$ cat config.mk
export PLATFORM = sky130hd
export DESIGN_NAME = spiral_index_to_grid_position_core_flat
export DESIGN_NICKNAME = d
export VERILOG_FILES = /design/src/sv/spig_pkg.sv /design/src/sv/spig_if.sv /design/src/sv/spig_sqrt.sv /design/src/sv/spig_place.sv /design/src/sv/spiral_index_to_grid_position_core.sv /design/src/flat_wrapper.sv
export SDC_FILE = /design/constraint.sdc
export NUM_CORES = 2
export LEC_CHECK = 0
export ABC_AREA = 1
export BUFFER_PORTS_ARGS = -buffer_cell sky130_fd_sc_hd__buf_2
export CORE_ASPECT_RATIO = 0.5
export CORE_UTILIZATION = 45
export CTS_BUF_LIST = sky130_fd_sc_hd__clkbuf_2
export DETAILED_ROUTE_END_ITERATION = 16
export GPL_TIMING_DRIVEN = 1
export SETUP_SLACK_MARGIN = 0.2
export SLEW_MARGIN = 15
export SYNTH_ARGS = -nofsm -noshare
export SYNTH_HDL_FRONTEND = slang
export SYNTH_SLANG_ARGS = --single-unit
$ cat constraint.sdc
create_clock -name i_clk -period 12.5 [get_ports i_clk]
set_input_delay 2.5 -clock i_clk [delete_from_list [all_inputs] [get_ports i_clk]]
set_output_delay 2.5 -clock i_clk [all_outputs]
set_load 0.01 [all_outputs]
$ cat src/sv/spig_pkg.sv
`default_nettype none

package spig_pkg;

    localparam int unsigned SIDE_BITS_DEF = 16;
    localparam int unsigned POS_W         = 32;
    localparam int unsigned CFG_W         = 16;
    localparam int unsigned COORD_W       = 16;
    localparam int unsigned ROOT_W        = POS_W / 2;
    localparam int unsigned REM_W         = ROOT_W + 2;
    localparam int unsigned SQRT_ITERS    = 2;
    localparam int unsigned SQRT_STAGES   = ROOT_W / SQRT_ITERS;
    localparam int unsigned K_W           = ROOT_W + 2;
    localparam int unsigned D_W           = ROOT_W + 4;

    typedef enum logic [1:0] {
        SEG_UP    = 2'd0,
        SEG_LEFT  = 2'd1,
        SEG_DOWN  = 2'd2,
        SEG_RIGHT = 2'd3
    } t_seg;

    typedef struct packed {
        logic [POS_W-1:0]  pos;
        logic              in_range;
        logic [ROOT_W-1:0] root;
        logic [REM_W-1:0]  rem;
    } t_sqrt_data;

    typedef struct packed {
        logic           in_range;
        logic [K_W-1:0] seg;
        logic [D_W-1:0] d;
    } t_ring_data;

    typedef struct packed {
        logic               in_range;
        t_seg               code;
        logic [COORD_W-1:0] off;
        logic [COORD_W-1:0] hi;
        logic [COORD_W-1:0] lo;
    } t_seg_data;

    typedef struct packed {
        logic [COORD_W-1:0] line;
        logic [COORD_W-1:0] column;
        logic               valid_res;
    } t_res_data;

    // one restoring square-root digit, consumes position bits [2*idx+1:2*idx]
    function automatic t_sqrt_data sqrt_step(input t_sqrt_data x, input int unsigned idx);
        logic [REM_W-1:0] rem_sh;
        logic [REM_W-1:0] trial;
        t_sqrt_data       y;
        y      = x;
        rem_sh = {x.rem[REM_W-3:0], x.pos[2*idx +: 2]};
        trial  = {x.root, 2'b01};
        if (rem_sh >= trial) begin
            y.rem  = rem_sh - trial;
            y.root = {x.root[ROOT_W-2:0], 1'b1};
        end else begin
            y.rem  = rem_sh;
            y.root = {x.root[ROOT_W-2:0], 1'b0};
        end
        return y;
    endfunction

endpackage

`default_nettype wire

$ cat src/sv/spig_if.sv
`default_nettype none

interface spig_pos_if;
    logic                         valid;
    logic                         ready;
    logic [spig_pkg::POS_W-1:0]   position;
    modport source  (output valid, output position, input ready);
    modport sink    (input valid, input position, output ready);
    modport monitor (input valid, input position, input ready);
endinterface

interface spig_res_if;
    logic                         valid;
    logic                         ready;
    logic [spig_pkg::COORD_W-1:0] line;
    logic [spig_pkg::COORD_W-1:0] column;
    logic                         valid_res;
    modport source  (output valid, output line, output column, output valid_res, input ready);
    modport sink    (input valid, input line, input column, input valid_res, output ready);
    modport monitor (input valid, input line, input column, input valid_res, input ready);
endinterface

`default_nettype wire

$ cat src/sv/spig_sqrt.sv
`default_nettype none

module spig_sqrt (
    input  wire logic                         i_clk,
    input  wire logic                         i_rst_n,
    input  wire logic                         i_in_valid,
    output logic                              o_in_ready,
    input  wire logic [spig_pkg::POS_W-1:0]   i_in_pos,
    input  wire logic [spig_pkg::POS_W-1:0]   i_side_sq,
    output logic                              o_out_valid,
    input  wire logic                         i_out_ready,
    output spig_pkg::t_sqrt_data              o_out_data
);

    localparam int unsigned N = spig_pkg::SQRT_STAGES;

    logic [N-1:0]         r_vld;
    spig_pkg::t_sqrt_data r_dat [N];
    logic [N:0]           w_rdy;
    spig_pkg::t_sqrt_data w_entry;

    always_comb begin
        w_entry          = '0;
        w_entry.pos      = i_in_pos;
        w_entry.in_range = (i_in_pos != '0) && (i_in_pos <= i_side_sq);
    end

    assign w_rdy[N] = i_out_ready;

    for (genvar s = 0; s < N; s++) begin : g_stage
        logic                 w_src_vld;
        spig_pkg::t_sqrt_data w_src;
        spig_pkg::t_sqrt_data n_dat;

        if (s == 0) begin : g_first
            assign w_src_vld = i_in_valid;
            assign w_src     = w_entry;
        end else begin : g_next
            assign w_src_vld = r_vld[s-1];
            assign w_src     = r_dat[s-1];
        end

        assign w_rdy[s] = !r_vld[s] || w_rdy[s+1];

        always_comb begin
            n_dat = w_src;
            for (int unsigned j = 0; j < spig_pkg::SQRT_ITERS; j++) begin
                n_dat = spig_pkg::sqrt_step(n_dat,
                            spig_pkg::ROOT_W - 1 - s * spig_pkg::SQRT_ITERS - j);
            end
        end

        always_ff @(posedge i_clk) begin
            if (!i_rst_n) begin
                r_vld[s] <= 1'b0;
            end else if (w_rdy[s]) begin
                r_vld[s] <= w_src_vld;
            end
        end

        always_ff @(posedge i_clk) begin
            if (w_rdy[s] && w_src_vld) begin
                r_dat[s] <= n_dat;
            end
        end
    end

    assign o_in_ready  = w_rdy[0];
    assign o_out_valid = r_vld[N-1];
    assign o_out_data  = r_dat[N-1];

endmodule

`default_nettype wire

$ cat src/sv/spig_place.sv
`default_nettype none

module spig_place (
    input  wire logic                           i_clk,
    input  wire logic                           i_rst_n,
    input  wire logic                           i_in_valid,
    output logic                                o_in_ready,
    input  wire spig_pkg::t_sqrt_data           i_in_data,
    input  wire logic [spig_pkg::COORD_W-1:0]   i_mid,
    output logic                                o_out_valid,
    input  wire logic                           i_out_ready,
    output spig_pkg::t_res_data                 o_out_data
);

    localparam int unsigned K_W = spig_pkg::K_W;
    localparam int unsigned D_W = spig_pkg::D_W;
    localparam int unsigned C_W = spig_pkg::COORD_W;

    logic [2:0] r_vld;
    logic [3:0] w_rdy;

    spig_pkg::t_ring_data r_ring;
    spig_pkg::t_ring_data n_ring;
    spig_pkg::t_seg_data  r_seg;
    spig_pkg::t_seg_data  n_seg;
    spig_pkg::t_res_data  r_res;
    spig_pkg::t_res_data  n_res;

    assign w_rdy[3] = i_out_ready;
    assign w_rdy[2] = !r_vld[2] || w_rdy[3];
    assign w_rdy[1] = !r_vld[1] || w_rdy[2];
    assign w_rdy[0] = !r_vld[0] || w_rdy[1];

    // ring side k and offset d from root and remainder
    always_comb begin
        logic [K_W-1:0] r_k;
        logic [K_W-1:0] k;
        logic [D_W-1:0] two_r1;
        logic [D_W-1:0] four_r4;
        logic [D_W-1:0] rem_d;
        r_k     = K_W'(i_in_data.root);
        two_r1  = (D_W'(i_in_data.root) << 1) + D_W'(1);
        four_r4 = (D_W'(i_in_data.root) << 2) + D_W'(4);
        rem_d   = D_W'(i_in_data.rem);
        n_ring          = '0;
        n_ring.in_range = i_in_data.in_range;
        if (i_in_data.rem == '0) begin
            if (i_in_data.root[0]) begin
                k        = r_k;
                n_ring.d = '0;
            end else begin
                k        = r_k + K_W'(1);
                n_ring.d = two_r1;
            end
        end else if (!i_in_data.root[0]) begin
            k        = r_k + K_W'(1);
            n_ring.d = two_r1 - rem_d;
        end else begin
            k        = r_k + K_W'(2);
            n_ring.d = four_r4 - rem_d;
        end
        n_ring.seg = k - K_W'(1);
    end

    // segment choice and corner coordinates
    always_comb begin
        logic [D_W-1:0] seg1;
        logic [D_W-1:0] seg2;
        logic [D_W-1:0] seg3;
        logic [C_W-1:0] h;
        seg1 = D_W'(r_ring.seg);
        seg2 = seg1 << 1;
        seg3 = seg2 + seg1;
        h    = C_W'(r_ring.seg >> 1);
        n_seg          = '0;
        n_seg.in_range = r_ring.in_range;
        n_seg.hi       = i_mid + h;
        n_seg.lo       = i_mid - h;
        if (r_ring.d <= seg1) begin
            n_seg.code = spig_pkg::SEG_UP;
            n_seg.off  = C_W'(r_ring.d);
        end else if (r_ring.d <= seg2) begin
            n_seg.code = spig_pkg::SEG_LEFT;
            n_seg.off  = C_W'(r_ring.d - seg1);
        end else if (r_ring.d <= seg3) begin
            n_seg.code = spig_pkg::SEG_DOWN;
            n_seg.off  = C_W'(r_ring.d - seg2);
        end else begin
            n_seg.code = spig_pkg::SEG_RIGHT;
            n_seg.off  = C_W'(r_ring.d - seg3);
        end
    end

    always_comb begin
        n_res = '0;
        if (r_seg.in_range) begin
            n_res.valid_res = 1'b1;
            case (r_seg.code)
                spig_pkg::SEG_UP: begin
                    n_res.line   = r_seg.hi - r_seg.off;
                    n_res.column = r_seg.hi;
                end
                spig_pkg::SEG_LEFT: begin
                    n_res.line   = r_seg.lo;
                    n_res.column = r_seg.hi - r_seg.off;
                end
                spig_pkg::SEG_DOWN: begin
                    n_res.line   = r_seg.lo + r_seg.off;
                    n_res.column = r_seg.lo;
                end
                spig_pkg::SEG_RIGHT: begin
                    n_res.line   = r_seg.hi;
                    n_res.column = r_seg.lo + r_seg.off;
                end
                default: begin
                    n_res.line   = '0;
                    n_res.column = '0;
                end
            endcase
        end
    end

    always_ff @(posedge i_clk) begin
        if (!i_rst_n) begin
            r_vld <= '0;
        end else begin
            if (w_rdy[0]) begin
                r_vld[0] <= i_in_valid;
            end
            if (w_rdy[1]) begin
                r_vld[1] <= r_vld[0];
            end
            if (w_rdy[2]) begin
                r_vld[2] <= r_vld[1];
            end
        end
    end

    always_ff @(posedge i_clk) begin
        if (w_rdy[0] && i_in_valid) begin
            r_ring <= n_ring;
        end
        if (w_rdy[1] && r_vld[0]) begin
            r_seg <= n_seg;
        end
        if (w_rdy[2] && r_vld[1]) begin
            r_res <= n_res;
        end
    end

    assign o_in_ready  = w_rdy[0];
    assign o_out_valid = r_vld[2];
    assign o_out_data  = r_res;

endmodule

`default_nettype wire

$ cat src/sv/spiral_index_to_grid_position_core.sv
// Channel   Dir  Fields                          Transfer
// i_pos     in   position[31:0]                  valid && ready
// o_res     out  line[15:0] column[15:0]         valid && ready
//                valid_res
// i_cfg     in   i_cfg_wdata[15:0] (grid_side)   i_cfg_we
//
// 8 square-root stages (two root bits each) and 3 placement stages.
// One transfer per cycle sustained while o_res is ready; every stage holds a valid bit.
// A stall on o_res fills the bubbles upstream before i_pos.ready drops.
// Synchronous active-low reset empties the pipeline and sets grid_side to 1.
`default_nettype none

module spiral_index_to_grid_position_core #(
    parameter int unsigned SIDE_BITS = spig_pkg::SIDE_BITS_DEF
) (
    input  wire logic                       i_clk,
    input  wire logic                       i_rst_n,
    spig_pos_if.sink                        i_pos,
    spig_res_if.source                      o_res,
    input  wire logic                       i_cfg_we,
    input  wire logic [spig_pkg::CFG_W-1:0] i_cfg_wdata
);

    localparam int unsigned SIDE_W = (SIDE_BITS < spig_pkg::CFG_W) ? SIDE_BITS : spig_pkg::CFG_W;
    localparam int unsigned POS_W  = spig_pkg::POS_W;
    localparam int unsigned C_W    = spig_pkg::COORD_W;

    logic [SIDE_W-1:0]   r_side;
    logic [POS_W-1:0]    r_side_sq;
    logic [SIDE_W-1:0]   w_side_new;
    logic [2*SIDE_W-1:0] w_side_sq;
    logic [C_W-1:0]      w_mid;

    logic                 w_sq_valid;
    logic                 w_sq_ready;
    spig_pkg::t_sqrt_data w_sq_data;
    spig_pkg::t_res_data  w_res;

    assign w_side_new = i_cfg_wdata[SIDE_W-1:0];
    assign w_side_sq  = w_side_new * w_side_new;

    always_ff @(posedge i_clk) begin
        if (!i_rst_n) begin
            r_side    <= SIDE_W'(1);
            r_side_sq <= POS_W'(1);
        end else if (i_cfg_we) begin
            r_side    <= w_side_new;
            r_side_sq <= POS_W'(w_side_sq);
        end
    end

    assign w_mid = C_W'(r_side >> 1) + C_W'(1);

    spig_sqrt u_sqrt (
        .i_clk       (i_clk),
        .i_rst_n     (i_rst_n),
        .i_in_valid  (i_pos.valid),
        .o_in_ready  (i_pos.ready),
        .i_in_pos    (i_pos.position),
        .i_side_sq   (r_side_sq),
        .o_out_valid (w_sq_valid),
        .i_out_ready (w_sq_ready),
        .o_out_data  (w_sq_data)
    );

    spig_place u_place (
        .i_clk       (i_clk),
        .i_rst_n     (i_rst_n),
        .i_in_valid  (w_sq_valid),
        .o_in_ready  (w_sq_ready),
        .i_in_data   (w_sq_data),
        .i_mid       (w_mid),
        .o_out_valid (o_res.valid),
        .i_out_ready (o_res.ready),
        .o_out_data  (w_res)
    );

    assign o_res.line      = w_res.line;
    assign o_res.column    = w_res.column;
    assign o_res.valid_res = w_res.valid_res;

endmodule

`default_nettype wire

$ cat src/flat_wrapper.sv
// flat-port wrapper written by rule: the top's interface ports become plain ports
module spiral_index_to_grid_position_core_flat 
#(
    parameter int unsigned SIDE_BITS = spig_pkg::SIDE_BITS_DEF
)
  (i_clk, i_rst_n, i_cfg_we, i_cfg_wdata, i_pos_valid, i_pos_position, i_pos_ready, o_res_valid, o_res_line, o_res_column, o_res_valid_res, o_res_ready);
  spig_pos_if i_pos_i ();
  spig_res_if o_res_i ();
  input  wire logic i_clk;
  input  wire logic i_rst_n;
  input  wire logic i_cfg_we;
  input  wire logic [spig_pkg::CFG_W-1:0] i_cfg_wdata;
  input wire logic [$bits(i_pos_i.valid)-1:0] i_pos_valid;
  input wire logic [$bits(i_pos_i.position)-1:0] i_pos_position;
  output wire logic [$bits(i_pos_i.ready)-1:0] i_pos_ready;
  output wire logic [$bits(o_res_i.valid)-1:0] o_res_valid;
  output wire logic [$bits(o_res_i.line)-1:0] o_res_line;
  output wire logic [$bits(o_res_i.column)-1:0] o_res_column;
  output wire logic [$bits(o_res_i.valid_res)-1:0] o_res_valid_res;
  input wire logic [$bits(o_res_i.ready)-1:0] o_res_ready;
  assign i_pos_i.valid = i_pos_valid;
  assign i_pos_i.position = i_pos_position;
  assign i_pos_ready = i_pos_i.ready;
  assign o_res_valid = o_res_i.valid;
  assign o_res_line = o_res_i.line;
  assign o_res_column = o_res_i.column;
  assign o_res_valid_res = o_res_i.valid_res;
  assign o_res_i.ready = o_res_ready;
  spiral_index_to_grid_position_core #(.SIDE_BITS(SIDE_BITS)) u_core (.i_clk(i_clk), .i_rst_n(i_rst_n), .i_pos(i_pos_i), .o_res(o_res_i), .i_cfg_we(i_cfg_we), .i_cfg_wdata(i_cfg_wdata));
endmodule
==> impl_metrics.ini <==
[floorplan]
io_pins = 88
core.rowCount = 81
fp.dieW_um = 450
start_util_pct = 45.9
die-area_um2 = 102000
core_area_um2 = 98600
die_y_um = 226

[clock_tree]
cts_sinks = 493
clk_latency_ps = 1370
cts_buffers = 114
cts_tree = done
cts_resized = 0
clockBufferDepth = 3
post-cts-setup-buffers = 0
path_clk_slew_ps = 120
cts_root_buf = clkbuf_2
htreeDepth = 3
hold_buffers = 0

[cells_and_area]
final_nets = 6520
postLayoutCoreUtil_pct = 48.9
fin_area_um2 = 48200
fillers = 9659
drive_gt1_share_pct = 7.04
area_growth_pct = 6.61

[placed_design]
numPortBuffers = 87
dp_hpwl_mm = 105
dpl_cell_area_um2 = 47000
routabilityCongestion = 0.988

[sta]
fin_worst_hold_slack_ps = 330
fmax_mhz = 128
hold_viol = 0
worst_pin_slew_ps = 1130
post-route-min-period_ps = 7820
setup_viol = 0
fin_worst_skew_ps = 112
period_share_pct = 62.6
rsz0062_at_grt = false
setup_tns_ps = 0
slew_viol_final = 0
relSlewSlack_pct = 24.9

[synthesis]
synth_cell_type_count = 73
synth_compound_area_share_pct = 11.9
netlist_area_um2 = 45200
yosysMostFrequentCell = nand2_1
synthSimpleGateAreaFrac_pct = 21.0
synth_area_leaders = edfxtp_1, ha_1, nand2_1
syn_avg_cell_area_um2 = 7.94
synthMuxAreaShare_pct = 0
synth_edf_count = 436
ys_seq_area_share_pct = 31.5
synthXorXnorAreaFrac_pct = 5.44
synth_top_flop_cell = edfxtp_1
synth_common_cells = nand2_1, inv_1, ha_1, edfxtp_1, a21oi_1
yosys.area.top_type = edfxtp_1
yosysWarnings = 0
synth_top_area_share_pct = 29.0
synth_adder_area_share_pct = 20.8
synth_top_family_by_area = simple AND/OR/NAND/NOR gates
netlist_instances = 5697
synth_seq_cells = 493
async_reset_ff_share_pct = 0

[pwr]
p_seq_share_pct = 29.8
switching_share_pct = 44.1
clockPowerShare_pct = 18.5
peakVddDrop_mv = 0.252
p_switching_mw = 2.81
power_frac_comb_pct = 51.7
p_per_area_nw_per_um2 = 133
leakage_nw = 23.6
p_int_mw = 3.57

[outcome]
status = finished, final reports clean

[worst_setup_path]
start_kind = input pin
slowest_delay_ps = 410
crit_fanout = 4
cp.arrival_ps = 5320
path_class = input pin to primary output
cp_slowest_cell = nor2_1
crit_path_end_kind = primary output
crit_chain = buf_2 -> nor2_1 -> inv_1 -> nor2_1 -> inv_1 -> nor2_1 -> inv_1 -> nor2_1 -> inv_1 -> nor2_1 -> inv_1 -> nor2_1 -> nand2_1 -> nor2_1 -> nand2_1 -> nor2_1 -> nand2_1 -> buf_2
reg2reg_depth = 22
cpMostUsedCell = nor2_1
critPathRequiredTime_ps = 10000

[min_path]
whs_path_depth = 0
hp-class = flip-flop to flip-flop

[detailed_routing]
ant_nets = 0
dr_total_vias = 38453
wl_mm = 130
dr.pass1.iters = 7
wl_per_cell_um = 17.9
drt_iter0_markers = 2905
drc = 0
via_per_inst = 5.31

[grt]
grt_max_degree = 64
grt_pass1_vias = 37444
grt-ovfl-total = 0
antenna_found_initial = 9
track_usage_pct = 25.6
grt_pass1_wl_mm = 204

[job]
cap_violations = 0
==> power by group through the flow <==
stage          logic (mW)  registers [mW]  clock network (mW)
4_1_cts              3.32            1.90                1.24
6_report             3.30            1.90                1.18
3_3_place_gp         3.26            1.94                   0
2_1_floorplan        2.46            1.92                   0
5_1_grt              3.83            1.91                1.31
3_5_place_dp         3.26            1.94                   0
==> metrics by stage <==
stage               instances  power (mW)  setup slack [ps]
floorplan                5701        4.38              4550
global placement         7031        5.20              4080
detailed placement       7031        5.20              4070
CTS                      7236        6.46              4660
global route             7242        7.04              4350
finish                   7243        6.39              4680
==> logic make-up (layout without fill, tap and decap cells) <==
logic type,count (synthesis),in the layout
simple gates,2215,2215
buf+inv,1113,1320
compound gates,945,945
fa+ha+maj,648,648
flops,493,493
xor+xnor,281,281
other cells,2,13
==> state kept, by name, indices dropped and copies added, names as in the netlist <==
register	flops
u_core.u_place.r_vld	3
u_core.r_side	16
u_core.r_side_sq	30
u_core.u_place.n_seg	1
u_core.u_place.r_ring	37
u_core.u_sqrt.o_out_valid	1
u_core.u_place.o_out_data	33
u_core.u_place.r_seg	50
u_core.u_sqrt.r_dat	315
u_core.u_sqrt.g_stage.w_src_vld	7
==> critical path: cells and delay by family <==
family                 cells  cell delay [ps]
and+or+nand+nor           11             2080
buffers and inverters      7              730
==> layout by cell type, fill, tap and decap left out, types with 8 or more instances in the layout <==
master,Yosys,final
a221oi_1,23,23
ha_1,477,477
clkbuf_2,0,160
inv_1,1002,1000
nand2_2,36,36
o21bai_1,27,27
o21a_1,11,11
a21oi_1,404,403
xnor2_1,92,92
o211ai_1,15,15
o21ai_2,8,8
nand3_2,8,8
fa_1,171,171
dfxtp_1,57,57
clkinv_2,1,11
nand3b_1,16,16
buf_4,6,14
o21ai_1,20,20
nand4_1,82,82
inv_2,9,11
edfxtp_1,436,436
a211oi_1,14,14
buf_2,13,87
nand3_1,299,299
nor3_1,60,60
a21o_1,35,35
clkinv_1,1,23
xor2_1,189,189
nor4_1,26,26
nand2_1,1278,1278
a21boi_0,14,14
or2_2,33,33
o2111ai_1,12,12
nor2_1,348,344
a31oi_1,24,24
o21ai_0,299,299
==> area by class of cell <==
cell class	count	area, µm²	area share [%]
clock buffer	160	801	1.66
inverter	1014	3810	7.90
timing repair buffer	101	541	1.12
sequential	493	14200	29.5
tap	1328	1660	3.45
clock inverter	45	378	0.784
antenna	7	17.5	0.0363
multi-input combinational	4095	26800	55.5
==> per-layer routing <==
| metal | share of wire, % | wire length (µm) | global-route usage (%) | vias up |
|---|---|---|---|---|
| li1 | - | - | - | 19088 |
| met1 | 44 | 57600 | 33.0 | 18004 |
| met2 | 47 | 60500 | 43.4 | 1096 |
| met3 | 5.1 | 6680 | 3.46 | 263 |
| met4 | 3.8 | 4970 | 10.1 | 2 |
| met5 | 0.010 | 13 | 0 | - |
==> final timing paths <==
path                                                 start                     endpoint  slack [ps]
worst max-delay path                           o_res_ready                  i_pos_ready        4680
worst min-delay path            u_core.u_sqrt.r_dat[0][48]  u_core.u_sqrt.r_dat[0][115]         330
worst max register to register  u_core.u_sqrt.r_dat[1][88]  u_core.u_sqrt.r_dat[1][145]        6840
worst min register to register  u_core.u_sqrt.r_dat[0][48]  u_core.u_sqrt.r_dat[0][115]         330
No activity file was read; power rests on OpenSTA's default activity.
